[src/design/bmp24_stream_pixel_extractor_core_macros.svh]
// Assertion macros for the BMP pixel extractor core.
// Included by the top level; needs nothing else.
`ifndef BMP24_STREAM_PIXEL_EXTRACTOR_CORE_MACROS_SVH
`define BMP24_STREAM_PIXEL_EXTRACTOR_CORE_MACROS_SVH

// same-cycle implication
`define BMP24_ASSERT_NOW(lbl, clk, rst, ante, cons, msg) \
   lbl: assert property (@(posedge clk) disable iff (rst) (ante) |-> (cons)) else $error(msg);

// next-cycle implication
`define BMP24_ASSERT_NEXT(lbl, clk, rst, ante, cons, msg) \
   lbl: assert property (@(posedge clk) disable iff (rst) (ante) |=> (cons)) else $error(msg);

`endif

[src/design/bmp24_pkg.sv]
// Types and constants shared by the BMP pixel extractor modules.
// No dependencies.
`timescale 1ns / 1ps

package bmp24_pkg;

   localparam logic [5:0] HDR_LEN    = 6'd54;
   localparam logic [5:0] WIDTH_POS  = 6'd18;
   localparam logic [5:0] HEIGHT_POS = 6'd22;
   localparam int         DIM_FIELD_BYTES = 4;
   localparam int         HDR_FIELD_BITS  = 8 * DIM_FIELD_BYTES;

   localparam logic [1:0] PH_HEADER = 2'd0;
   localparam logic [1:0] PH_PIXELS = 2'd1;
   localparam logic [1:0] PH_PAD    = 2'd2;
   localparam logic [1:0] PH_DONE   = 2'd3;

   localparam logic [1:0] KIND_PIXEL    = 2'd0;
   localparam logic [1:0] KIND_EMPTY    = 2'd1;
   localparam logic [1:0] KIND_OVERSIZE = 2'd2;

   // blue and green byte slots within a pixel; red is the third byte
   localparam logic [1:0] SLOT_BLUE  = 2'd0;
   localparam logic [1:0] SLOT_GREEN = 2'd1;

   typedef struct packed {
      logic [7:0] data_byte;
      logic       file_start;
   } req_type;

   typedef struct packed {
      logic [1:0]  kind;
      logic [7:0]  red;
      logic [7:0]  green;
      logic [7:0]  blue;
      logic [15:0] row_index;
      logic [15:0] column_index;
      logic [15:0] image_width;
      logic [15:0] image_height;
      logic        last_pixel;
   } rsp_type;

   typedef struct packed {
      logic    valid;
      rsp_type data;
   } push_type;

endpackage

[src/design/bmp24_parser.sv]
// Byte parser: header capture, pixel assembly, row padding skip.
// Depends on bmp24_pkg.
`timescale 1ns / 1ps

module bmp24_parser #(
   parameter int DIM_BITS = 16
) (
   input  logic               clock,
   input  logic               reset,
   input  logic               accept,
   input  bmp24_pkg::req_type req,
   output bmp24_pkg::push_type push
);

   localparam int CNT_EXT = DIM_BITS + 1;
   localparam int HB = bmp24_pkg::HDR_FIELD_BITS;

   logic [1:0]          phase_ff, phase_in, cur_phase;
   logic [5:0]          hdr_ff, hdr_in, cur_hdr;
   logic [HB-1:0]       width_ff, width_in, cur_width;
   logic [HB-1:0]       height_ff, height_in, cur_height;
   logic [DIM_BITS-1:0] row_ff, row_in, cur_row;
   logic [DIM_BITS-1:0] col_ff, col_in, cur_col;
   logic [1:0]          bip_ff, bip_in, cur_bip;
   logic [7:0]          blue_ff, blue_in, cur_blue;
   logic [7:0]          green_ff, green_in, cur_green;
   logic [1:0]          pad_ff, pad_in, cur_pad;

   logic [CNT_EXT-1:0]  col_inc, row_inc;
   logic [1:0]          slot;
   logic                last_col, last_row, oversize, empty;

   always_comb begin
      // a start restarts the parser on this very byte
      if (req.file_start) begin
         cur_phase  = bmp24_pkg::PH_HEADER;
         cur_hdr    = '0;
         cur_width  = '0;
         cur_height = '0;
         cur_row    = '0;
         cur_col    = '0;
         cur_bip    = '0;
         cur_blue   = '0;
         cur_green  = '0;
         cur_pad    = '0;
      end else begin
         cur_phase  = phase_ff;
         cur_hdr    = hdr_ff;
         cur_width  = width_ff;
         cur_height = height_ff;
         cur_row    = row_ff;
         cur_col    = col_ff;
         cur_bip    = bip_ff;
         cur_blue   = blue_ff;
         cur_green  = green_ff;
         cur_pad    = pad_ff;
      end

      phase_in  = cur_phase;
      hdr_in    = cur_hdr;
      width_in  = cur_width;
      height_in = cur_height;
      row_in    = cur_row;
      col_in    = cur_col;
      bip_in    = cur_bip;
      blue_in   = cur_blue;
      green_in  = cur_green;
      pad_in    = cur_pad;

      col_inc  = {1'b0, cur_col} + CNT_EXT'(1);
      row_inc  = {1'b0, cur_row} + CNT_EXT'(1);
      last_col = (col_inc == {1'b0, cur_width[DIM_BITS-1:0]});
      last_row = (row_inc == {1'b0, cur_height[DIM_BITS-1:0]});
      slot     = 2'(cur_hdr - bmp24_pkg::WIDTH_POS);
      oversize = 1'b0;
      empty    = 1'b0;

      push.valid = 1'b0;
      push.data  = '0;

      unique case (cur_phase)
         bmp24_pkg::PH_HEADER: begin
            if (cur_hdr >= bmp24_pkg::WIDTH_POS &&
                cur_hdr < bmp24_pkg::WIDTH_POS + 6'(bmp24_pkg::DIM_FIELD_BYTES)) begin
               slot = 2'(cur_hdr - bmp24_pkg::WIDTH_POS);
               width_in[8*slot +: 8] = req.data_byte;
            end else if (cur_hdr >= bmp24_pkg::HEIGHT_POS &&
                cur_hdr < bmp24_pkg::HEIGHT_POS + 6'(bmp24_pkg::DIM_FIELD_BYTES)) begin
               slot = 2'(cur_hdr - bmp24_pkg::HEIGHT_POS);
               height_in[8*slot +: 8] = req.data_byte;
            end
            if (cur_hdr != bmp24_pkg::HDR_LEN - 6'd1) begin
               hdr_in = cur_hdr + 6'd1;
            end else begin
               hdr_in   = '0;
               oversize = ((width_in >> DIM_BITS) != '0) || ((height_in >> DIM_BITS) != '0);
               empty    = (width_in == '0) || (height_in == '0);
               if (empty || oversize) begin
                  phase_in             = bmp24_pkg::PH_DONE;
                  push.valid           = 1'b1;
                  push.data.kind       = empty ? bmp24_pkg::KIND_EMPTY
                                               : bmp24_pkg::KIND_OVERSIZE;
                  push.data.last_pixel = 1'b1;
               end else begin
                  phase_in = bmp24_pkg::PH_PIXELS;
               end
            end
         end
         bmp24_pkg::PH_PIXELS: begin
            if (cur_bip == bmp24_pkg::SLOT_BLUE) begin
               blue_in = req.data_byte;
               bip_in  = cur_bip + 2'd1;
            end else if (cur_bip == bmp24_pkg::SLOT_GREEN) begin
               green_in = req.data_byte;
               bip_in   = cur_bip + 2'd1;
            end else begin
               bip_in                 = bmp24_pkg::SLOT_BLUE;
               push.valid             = 1'b1;
               push.data.kind         = bmp24_pkg::KIND_PIXEL;
               push.data.red          = req.data_byte;
               push.data.green        = cur_green;
               push.data.blue         = cur_blue;
               push.data.row_index    = 16'(cur_row);
               push.data.column_index = 16'(cur_col);
               push.data.last_pixel   = last_col && last_row;
               if (!last_col) begin
                  col_in = col_inc[DIM_BITS-1:0];
               end else if (last_row) begin
                  phase_in = bmp24_pkg::PH_DONE;
               end else begin
                  col_in = '0;
                  // 3*w bytes per row: padding to a multiple of four is w mod 4
                  if (cur_width[1:0] != 2'd0) begin
                     pad_in   = cur_width[1:0];
                     phase_in = bmp24_pkg::PH_PAD;
                  end else begin
                     row_in = row_inc[DIM_BITS-1:0];
                  end
               end
            end
         end
         bmp24_pkg::PH_PAD: begin
            pad_in = cur_pad - 2'd1;
            if (pad_in == 2'd0) begin
               row_in   = row_inc[DIM_BITS-1:0];
               phase_in = bmp24_pkg::PH_PIXELS;
            end
         end
         bmp24_pkg::PH_DONE: begin
         end
      endcase

      push.data.image_width  = width_in[15:0];
      push.data.image_height = height_in[15:0];
   end

   always_ff @(posedge clock) begin
      if (reset) begin
         phase_ff  <= bmp24_pkg::PH_HEADER;
         hdr_ff    <= '0;
         width_ff  <= '0;
         height_ff <= '0;
         row_ff    <= '0;
         col_ff    <= '0;
         bip_ff    <= '0;
         blue_ff   <= '0;
         green_ff  <= '0;
         pad_ff    <= '0;
      end else if (accept) begin
         phase_ff  <= phase_in;
         hdr_ff    <= hdr_in;
         width_ff  <= width_in;
         height_ff <= height_in;
         row_ff    <= row_in;
         col_ff    <= col_in;
         bip_ff    <= bip_in;
         blue_ff   <= blue_in;
         green_ff  <= green_in;
         pad_ff    <= pad_in;
      end
   end

endmodule

[src/design/bmp24_out_buf.sv]
// Two-entry result buffer between the parser and the result channel.
// Depends on bmp24_pkg.
`timescale 1ns / 1ps

module bmp24_out_buf (
   input  logic                clock,
   input  logic                reset,
   input  bmp24_pkg::push_type push,
   output logic                full,
   output logic                rsp_valid,
   input  logic                rsp_stall,
   output bmp24_pkg::rsp_type  rsp_payload
);

   logic [1:0]         count_ff, count_in;
   bmp24_pkg::rsp_type head_ff, head_in, tail_ff, tail_in;
   logic               pop;

   assign full        = (count_ff == 2'd2);
   assign rsp_valid   = (count_ff != 2'd0);
   assign rsp_payload = head_ff;
   assign pop         = rsp_valid && !rsp_stall;

   // push is only offered while not full
   always_comb begin
      count_in = count_ff;
      head_in  = head_ff;
      tail_in  = tail_ff;
      unique case ({push.valid, pop})
         2'b10: begin
            count_in = count_ff + 2'd1;
            if (count_ff == 2'd0) begin
               head_in = push.data;
            end else begin
               tail_in = push.data;
            end
         end
         2'b01: begin
            count_in = count_ff - 2'd1;
            head_in  = tail_ff;
         end
         2'b11: begin
            head_in = push.data;
         end
         2'b00: begin
         end
      endcase
   end

   always_ff @(posedge clock) begin
      if (reset) begin
         count_ff <= '0;
      end else begin
         count_ff <= count_in;
      end
   end

   always_ff @(posedge clock) begin
      head_ff <= head_in;
      tail_ff <= tail_in;
   end

endmodule

[src/design/bmp24_stream_pixel_extractor_core.sv]
// Top level of the 24-bit BMP pixel extractor.
// Depends on bmp24_pkg, bmp24_parser, bmp24_out_buf and the macros header.
`timescale 1ns / 1ps

// Takes a 24-bit uncompressed BMP file one byte per transfer, at one byte per
// clock cycle while req_stall is low, and returns one result per pixel (kind
// pixel) or one status result after the 54-byte header (empty or oversize
// image). The parser updates its counters and byte capture in the cycle a byte
// is taken; the result is registered into a two-entry buffer that drives rsp.
// req_stall rises only while both buffer entries hold untaken results. A
// byte with file_start high restarts the parser as header byte 0. Row
// padding is skipped; after the last pixel or a status result, bytes are
// dropped until the next start. DIM_BITS sets the row and column counter
// width and the oversize limit.

`include "bmp24_stream_pixel_extractor_core_macros.svh"

module bmp24_stream_pixel_extractor_core #(
   parameter int DIM_BITS = 16
) (
   input  logic               clock,
   input  logic               reset,
   input  logic               req_valid,
   output logic               req_stall,
   input  bmp24_pkg::req_type req_payload,
   output logic               rsp_valid,
   input  logic               rsp_stall,
   output bmp24_pkg::rsp_type rsp_payload
);

   logic                accept;
   logic                full;
   bmp24_pkg::push_type push;
   bmp24_pkg::push_type push_gated;

   assign req_stall = full;
   assign accept    = req_valid && !full;

   always_comb begin
      push_gated       = push;
      push_gated.valid = push.valid && accept;
   end

   bmp24_parser #(
      .DIM_BITS(DIM_BITS)
   ) u_parser (
      .clock (clock),
      .reset (reset),
      .accept(accept),
      .req   (req_payload),
      .push  (push)
   );

   bmp24_out_buf u_out_buf (
      .clock      (clock),
      .reset      (reset),
      .push       (push_gated),
      .full       (full),
      .rsp_valid  (rsp_valid),
      .rsp_stall  (rsp_stall),
      .rsp_payload(rsp_payload)
   );

   `BMP24_ASSERT_NOW(a_status_is_last, clock, reset, rsp_valid && rsp_payload.kind != bmp24_pkg::KIND_PIXEL, rsp_payload.last_pixel, "status result without last flag")
   `BMP24_ASSERT_NOW(a_status_zero, clock, reset, rsp_valid && rsp_payload.kind != bmp24_pkg::KIND_PIXEL, rsp_payload.red == 8'd0 && rsp_payload.row_index == 16'd0 && rsp_payload.column_index == 16'd0, "status result carries pixel data")
   `BMP24_ASSERT_NEXT(a_accept_yields_valid, clock, reset, accept && push.valid, rsp_valid, "accepted result not presented")

endmodule
[config.mk]
export PLATFORM = sky130hd
export DESIGN_NAME = bmp24_stream_pixel_extractor_core
export DESIGN_NICKNAME = d
export VERILOG_FILES = /design/src/design/bmp24_pkg.sv /design/src/design/bmp24_parser.sv /design/src/design/bmp24_out_buf.sv /design/src/design/bmp24_stream_pixel_extractor_core.sv
export VERILOG_INCLUDE_DIRS = /design/src /design/src/design
export SDC_FILE = /design/constraint.sdc
export NUM_CORES = 1
export LEC_CHECK = 0
export ABC_CLOCK_PERIOD_IN_PS = 10700
export BUFFER_PORTS_ARGS = -buffer_cell sky130_fd_sc_hd__buf_2
export CAP_MARGIN = 20
export CELL_PAD_IN_SITES_DETAIL_PLACEMENT = 0
export CELL_PAD_IN_SITES_GLOBAL_PLACEMENT = 1
export CORE_UTILIZATION = 43
export CTS_BUF_LIST = sky130_fd_sc_hd__clkbuf_16
export DETAILED_ROUTE_END_ITERATION = 12
export GPL_ROUTABILITY_DRIVEN = 0
export MAX_ROUTING_LAYER = met4
export PLACE_DENSITY = 0.84
export SYNTH_ARGS = -nofsm -noshare
export SYNTH_HDL_FRONTEND = slang
export SYNTH_SLANG_ARGS = --single-unit
[constraint.sdc]
create_clock -name clock -period 10.7 [get_ports clock]
set_input_delay 1.07 -clock clock [delete_from_list [all_inputs] [get_ports clock]]
set_output_delay 1.07 -clock clock [all_outputs]
set_load 0.02 [all_outputs]
==> results of run 1 <==
-- metrics by stage --
| step | power (uW) | utilization [%] | setup WS (ns) | instance area (um2) | hold WS [ns] |
|---|---|---|---|---|---|
| global placement | 1430 | 46.1 | 3.45 | 16500 | 0.449 |
| CTS | 2610 | 49.2 | 3.90 | 17700 | 0.459 |
| finish | 2590 | 49.3 | 3.86 | 17700 | 0.456 |
| global route | 2670 | 49.3 | 3.39 | 17700 | 0.479 |
| floorplan | 1380 | - | 2.25 | 15900 | 0.433 |
| detailed placement | 1430 | 46.1 | 3.36 | 16600 | 0.450 |
-- power by group --
group / internal (uW) / total [uW] / leakage [uW] / switching [uW]
clock: 705 / 1190 / 0.000564 / 482
combinational: 41.3 / 139 / 0.00330 / 97.2
sequential: 1250 / 1270 / 0.00257 / 14.8
total: 2000 / 2590 / 0.00643 / 594
-- worst max-delay path, delay by kind of cell --
family | cells | cell delay, ns
fa+ha+maj | 2 | 0.50
compound gates | 4 | 1.30
buf+inv | 6 | 2.12
simple gates | 4 | 1.90
-- final timing paths --
path	start	endpoint	slack (ns)	depth (start not counted)
worst max register to register	u_parser.hdr_ff[1]	u_out_buf.tail_ff[58]	5.29	13
worst min-delay path	u_parser.width_ff[24]	u_parser.width_ff[24]	0.46	2
worst min register to register	u_parser.width_ff[24]	u_parser.width_ff[24]	0.46	2
worst max-delay path	req_payload[0]	u_out_buf.tail_ff[58]	3.86	16
-- per-layer routing --
| metal | vias to the layer above | part of all wire, % |
|---|---|---|
| met5 | - | 0 |
| met4 | 0 | 3.0 |
| met3 | 97 | 7.1 |
| met2 | 575 | 46 |
| met1 | 6281 | 44 |
| li1 | 5996 | - |
-- state kept, by name, indices dropped and copies added (netlist names), 6 cells and up --
name / count
u_parser.row_ff: 16
u_parser.col_ff: 16
u_parser.width_ff: 32
u_parser.hdr_ff: 6
u_parser.green_ff: 8
u_parser.height_ff: 32
u_out_buf.tail_ff: 91
u_parser.blue_ff: 8
u_out_buf.rsp_payload: 91
-- cell usage in the layout, fill, tap and decap left out, types with 9 or more instances in the layout --
cell type and n:
sky130_fd_sc_hd__a31oi_1 12, sky130_fd_sc_hd__a211oi_1 16, sky130_fd_sc_hd__mux2_2 88, sky130_fd_sc_hd__nand2_1 111
sky130_fd_sc_hd__nand4_1 23, sky130_fd_sc_hd__a311oi_1 9, sky130_fd_sc_hd__nor2b_1 16, sky130_fd_sc_hd__nand3_1 66
sky130_fd_sc_hd__and3_1 69, sky130_fd_sc_hd__inv_1 30, sky130_fd_sc_hd__or3_1 9, sky130_fd_sc_hd__edfxtp_1 182
sky130_fd_sc_hd__dfxtp_1 126, sky130_fd_sc_hd__buf_2 105, sky130_fd_sc_hd__o31ai_1 13, sky130_fd_sc_hd__and2_1 12
sky130_fd_sc_hd__o21ai_0 59, sky130_fd_sc_hd__nor3b_1 9, sky130_fd_sc_hd__a21oi_1 60, sky130_fd_sc_hd__ha_1 15
sky130_fd_sc_hd__nor4_1 25, sky130_fd_sc_hd__o21ai_1 10, sky130_fd_sc_hd__a22oi_1 49, sky130_fd_sc_hd__xnor2_1 25
sky130_fd_sc_hd__mux2i_1 10, sky130_fd_sc_hd__nor2_1 188, sky130_fd_sc_hd__nor3_1 55, sky130_fd_sc_hd__buf_4 13
sky130_fd_sc_hd__clkbuf_16 34, sky130_fd_sc_hd__xor2_1 17
-- layout make-up --
class                   instances  area, um2  area share, %
multi-input cells            1123       7250           41.0
clock buffers                  34        851           4.80
clock inverters                28        278           1.57
well taps                     461        577           3.26
repair buffers                119        651           3.67
inverters                      29        109          0.615
flip-flops and latches        308       7990           45.1
-- logic make-up after synthesis --
group | after synthesis
xor gates and xnor gates | 42
and+or+nand+nor | 639
buffers and inverters | 163
AOI/OAI and AO/OA | 327
muxes | 99
adders and majority gates | 16
DFF | 308
==> Flow_metrics.wiki, run 1 <==
{| class="wikitable"
! Metric !! Value
|-
| Static leakage power || 0.00643 uW
|-
| Async SR Flop Fraction || 0%
|-
| Predominant post-synthesis flop cell || sky130_fd_sc_hd__edfxtp_1
|-
| Multiplexer share of the synthesized area || 6.97%
|-
| Global-route wire length before repair || 70700 um
|-
| Placed cells || 2039
|-
| Met2 track demand over resource in global routing || 37.0%
|-
| Final total negative setup slack || 0 ns
|-
| Number of enable flip-flop cells after synthesis || 182
|-
| Met1 routing resource usage after global routing || 33.2%
|-
| Die Y-Extent || 194 um
|-
| CTS hold repair buffers || 0
|-
| Peak-usage layer in the global routing report || met2
|-
| Core region area || 35900 um2
|-
| Worst endpoint required time || 10.86 ns
|-
| Period Utilization, post-route || 63.9%
|-
| Largest clock skew in the final design || 0.0209 ns
|-
| Number of clock buffers inserted by TritonCTS || 34
|-
| Mean instance size in the synthesized netlist || 9.95 um2
|-
| Vias after detailed routing || 12949
|-
| Source-to-sink clock delay at the later pin of the worst-skew pair || 0.53 ns
|-
| Clock Sink Count || 308
|-
| Slew @ Worst Pin || 1.07 ns
|-
| Cell count after synthesis || 1594
|-
| Max Slew Vio Count || 0
|-
| Global route overflow || 0
|-
| Power density of the placed cells || 146 nW/um2
|-
| Drt first pass iters || 7
|-
| Startpoint Class || input pin
|-
| Max-capacitance violation count || 0
|-
| Most common library cells after synthesis || 188 x sky130_fd_sc_hd__nor2_1, 182 x sky130_fd_sc_hd__edfxtp_1, 126 x sky130_fd_sc_hd__dfxtp_1
|-
| Count of state elements after synthesis || 308
|-
| Compound-Gate Fraction of Synth Area || 14.1%
|-
| Clock transition time at the flip-flop clock pins of the worst setup and hold paths || 0.06 ns
|-
| Maximum single-stage delay on the critical path || 0.85 ns
|-
| Unrepaired setup endpoints after global routing || false
|-
| Initial DRC count || 1358
|-
| Cell Rows || 69
|-
| Nets in the synthesized netlist || 1623
|-
| Aggregate routed wire length || 45700 um
|-
| Global-route total usage across every layer || 24.4%
|-
| Hold Path Class || reg -> reg
|-
| Total setup buffers inserted after CTS || 0
|-
| Critical-path maximum fanout || 59
|-
| Worst EP arrival || 6.99 ns
|-
| Post-layout nets || 1644
|-
| Worst VDD drop || 0.0796 mV
|-
| Via density || 6.16
|-
| Share of the yosys chip area belonging to registers || 50.4%
|-
| Shortest period the worst path allows || 6.84 ns
|-
| Top post-synthesis cells by area || sky130_fd_sc_hd__edfxtp_1 34%, sky130_fd_sc_hd__dfxtp_1 16%, sky130_fd_sc_hd__mux2_2 6.2%
|-
| Highest Clock Rate || 0.146 GHz
|-
| CTS tree || done
|-
| Clock Tree Buf Depth || 3
|-
| Endpoint class of the critical path || flop
|-
| Simple-gate share of the synthesized area || 20.8%
|-
| P&R area growth vs syn || 11.6%
|-
| H-tree lvl count || 2
|-
| Share of layout cells above drive strength 1 || 17.6%
|-
| Biggest area consumer among synthesized cells || sky130_fd_sc_hd__edfxtp_1
|-
| Resize count post-CTS || 0
|-
| Relative slew slack || 28.4%
|-
| Buffer type at the clock tree root || sky130_fd_sc_hd__clkbuf_16
|-
| Critical path type || in -> reg
|-
| Yosys warns || 0
|-
| Routing usage on met3 || 3.43%
|-
| Area of the die || 37700 um2
|-
| Hold violation count in the final report || 0
|-
| Fraction of synthesized cell area in xor and xnor cells || 2.32%
|-
| Final HPWL from detailed placement || 29700 um
|-
| Combinational family with the most area after synthesis || simple AND/OR/NAND/NOR gates
|-
| Area share of the largest cell type after synthesis || 34.5%
|-
| Status || finished clean
|-
| Width of the chip || 194 um
|-
| Count of cell types in the netlist || 88
|-
| WL per Instance || 21.7 um
|-
| Effective utilization at floorplan || 44.2%
|-
| Boundary Pins || 106
|-
| Number of global-route vias before repair || 12155
|-
| Post-route ant nets || 0
|-
| Antenna violations before repair || 0
|-
| Synth Cell Area || 15900 um2
|-
| # setup viols final || 0
|-
| PortBufs || 105
|-
| Number of fill cells in the layout || 3290
|-
| ANT cells || 0
|-
| Number of remaining DRC errors || 0
|-
| Cell chain of the critical path || buf_2 -> buf_4 -> inv_2 -> nand2_1 -> inv_1 -> ha_1 -> nor4b_1 -> o41ai_1 -> a211oi_1 -> nor3_1 -> a41oi_1 -> o211ai_1 -> inv_1 -> ha_1 -> nor2b_4 -> buf_4
|-
| Adder-cell share of the synthesized area || 1.26%
|-
| Count leader, synth || sky130_fd_sc_hd__nor2_1
|-
| Pin count of the biggest net entering global routing || 70
|-
| Crit-path slowest cell || sky130_fd_sc_hd__nor2b_4
|-
| Post-layout instance count excluding filler cells || 2102
|}
No activity file was read; power rests on OpenSTA's default activity.
==> run 2, diff against run 1 <==
- ABC_CLOCK_PERIOD_IN_PS: 10700 -> 6500
- CORE_UTILIZATION: 43 -> 48
- PLACE_DENSITY: 0.84 -> 0.88
- clock period: 10.7 -> 6.5 ns (I/O delays scaled with it)
==> Flow_metrics.wiki, run 2 (same netlist as run 1, synthesis figures left out) <==
{| class="wikitable"
! Metric !! Value
|-
| Core region area || 32500 um2
|-
| CTS tree || done
|-
| Drt first pass iters || 8
|-
| # setup viols final || 0
|-
| Relative slew slack || 35.6%
|-
| Area of the die || 33800 um2
|-
| Share of layout cells above drive strength 1 || 17.8%
|-
| Shortest period the worst path allows || 4.98 ns
|-
| Aggregate routed wire length || 43900 um
|-
| Slew @ Worst Pin || 0.956 ns
|-
| Leading cell types in the layout, fill and taps excluded || 188 x sky130_fd_sc_hd__nor2_1, 182 x sky130_fd_sc_hd__edfxtp_1, 126 x sky130_fd_sc_hd__dfxtp_1
|-
| Endpoint class of the critical path || flop
|-
| Number of clock buffers inserted by TritonCTS || 31
|-
| Critical-path maximum fanout || 42
|-
| CP top delay family || compound AO/OA/AOI/OAI gates
|-
| Buffer type at the clock tree root || sky130_fd_sc_hd__clkbuf_16
|-
| Initial DRC count || 1484
|-
| Max Slew Vio Count || 0
|-
| Met1 routing resource usage after global routing || 36.6%
|-
| Worst EP arrival || 5.48 ns
|-
| Largest clock skew in the final design || 0.0159 ns
|-
| Antenna violations before repair || 0
|-
| P&R area growth vs syn || 11.7%
|-
| Met2 track demand over resource in global routing || 41.4%
|-
| ANT cells || 0
|-
| Most common cell after layout, fill and taps aside || sky130_fd_sc_hd__nor2_1
|-
| Worst VDD drop || 0.198 mV
|-
| Vias after detailed routing || 13008
|-
| Die Y-Extent || 184 um
|-
| Global route overflow || 0
|-
| Peak-usage layer in the global routing report || met2
|-
| Hold Path Class || reg -> reg
|-
| Source-to-sink clock delay at the later pin of the worst-skew pair || 0.59 ns
|-
| Global-route total usage across every layer || 26.6%
|-
| Resize count post-CTS || 0
|-
| Effective utilization at floorplan || 48.8%
|-
| Post-Layout Inst Area || 17700 um2
|-
| Max-capacitance violation count || 0
|-
| Highest Clock Rate || 0.201 GHz
|-
| Global-route wire length before repair || 69000 um
|-
| Final HPWL from detailed placement || 28600 um
|-
| Critical path buffer and inverter count || 4
|-
| Unrepaired setup endpoints after global routing || false
|-
| Width of the chip || 184 um
|-
| Crit-path slowest cell || sky130_fd_sc_hd__or4_4
|-
| Number of global-route vias before repair || 11975
|-
| Worst endpoint required time || 7.00 ns
|-
| Period Utilization, post-route || 76.6%
|-
| Static leakage power || 0.00647 uW
|-
| Post-layout nets || 1649
|-
| Clock transition time at the flip-flop clock pins of the worst setup and hold paths || 0.06 ns
|-
| H-tree lvl count || 1
|-
| Clock Tree Buf Depth || 3
|-
| PortBufs || 105
|-
| Status || finished clean
|-
| WL per Instance || 21.0 um
|-
| Maximum single-stage delay on the critical path || 0.67 ns
|-
| Clock Sink Count || 308
|-
| Number of remaining DRC errors || 0
|-
| Pin count of the biggest net entering global routing || 92
|-
| Startpoint Class || input pin
|-
| Hold violation count in the final report || 0
|-
| Total setup buffers inserted after CTS || 0
|-
| Final total negative setup slack || 0 ns
|-
| CTS hold repair buffers || 0
|-
| Via density || 6.23
|-
| Critical path type || in -> reg
|-
| Routing usage on met3 || 2.95%
|-
| Cell Rows || 66
|-
| Cell chain of the critical path || buf_2 -> inv_2 -> buf_4 -> nand2_1 -> inv_1 -> ha_1 -> nand3_1 -> or4_4 -> mux2i_1 -> a22o_1 -> a2111oi_0 -> o2111a_1 -> and2_1 -> o21ai_1 -> a211oi_1
|-
| Post-route ant nets || 0
|-
| Boundary Pins || 106
|-
| Power density of the placed cells || 241 nW/um2
|-
| DP Area || 16600 um2
|}
[run 2: cell count changes in the layout (fill, tap and decap cells not counted), sizes merged]
cell    before  now
buf        119  127
clkinv      18   10
inv         33   38
clkbuf      34   31
bufinv       5    7
[run 2: through the flow]
stage	setup WS (ns)	util (%)	total power (uW)	cells	hold slack, ns
final	1.52	54.5	4270	2087	0.462
after global routing	1.15	54.5	4390	2087	0.494
after CTS	1.60	54.5	4280	2087	0.458
after detailed placement	1.00	51.0	2350	2029	0.450
after global placement	1.16	51.0	2350	2029	0.447
after floorplan	0.216	-	2280	1594	0.433
[run 2: final cells by class]
type	count	area [um2]
fill	2917	14800
inverter	29	109
clock inverter	27	340
sequential	308	7990
tap	442	553
timing repair buffer	127	706
clock buffer	31	776
multi-input combinational	1123	7250
[run 2: path summary, 6_finish.rpt]
| kind | start | endpoint | slack, ns | cells after the start |
|---|---|---|---|---|
| setup / recovery | req_payload[0] | u_parser.col_ff[0] | 1.52 | 15 |
| hold / removal | u_parser.width_ff[23] | u_parser.width_ff[23] | 0.46 | 2 |
| setup reg to reg | u_parser.hdr_ff[1] | u_out_buf.rsp_payload[62] | 1.59 | 12 |
| hold reg to reg | u_parser.width_ff[23] | u_parser.width_ff[23] | 0.46 | 2 |
[run 2: routing by layer]
layer / share of wire [%] / routed length, um / vias to the layer above
li1: - / - / 6005
met1: 44 / 19200 / 6309
met2: 46 / 20400 / 614
met5: 0 / 0 / -
met4: 2.6 / 1130 / 0
met3: 7.2 / 3180 / 80
[run 2: power by group]
group / internal (uW) / total [uW] / switching [uW]
registers: 2060 / 2090 / 23.7
logic: 69.2 / 230 / 161
clock network: 1160 / 1950 / 795
total: 3290 / 4270 / 980
[run 2: tightest hold or removal path: stages (launching register included)]
cell and delay, ns:
sky130_fd_sc_hd__dfxtp_1 0.31, sky130_fd_sc_hd__nand2_1 0.05, sky130_fd_sc_hd__a21oi_1 0.05
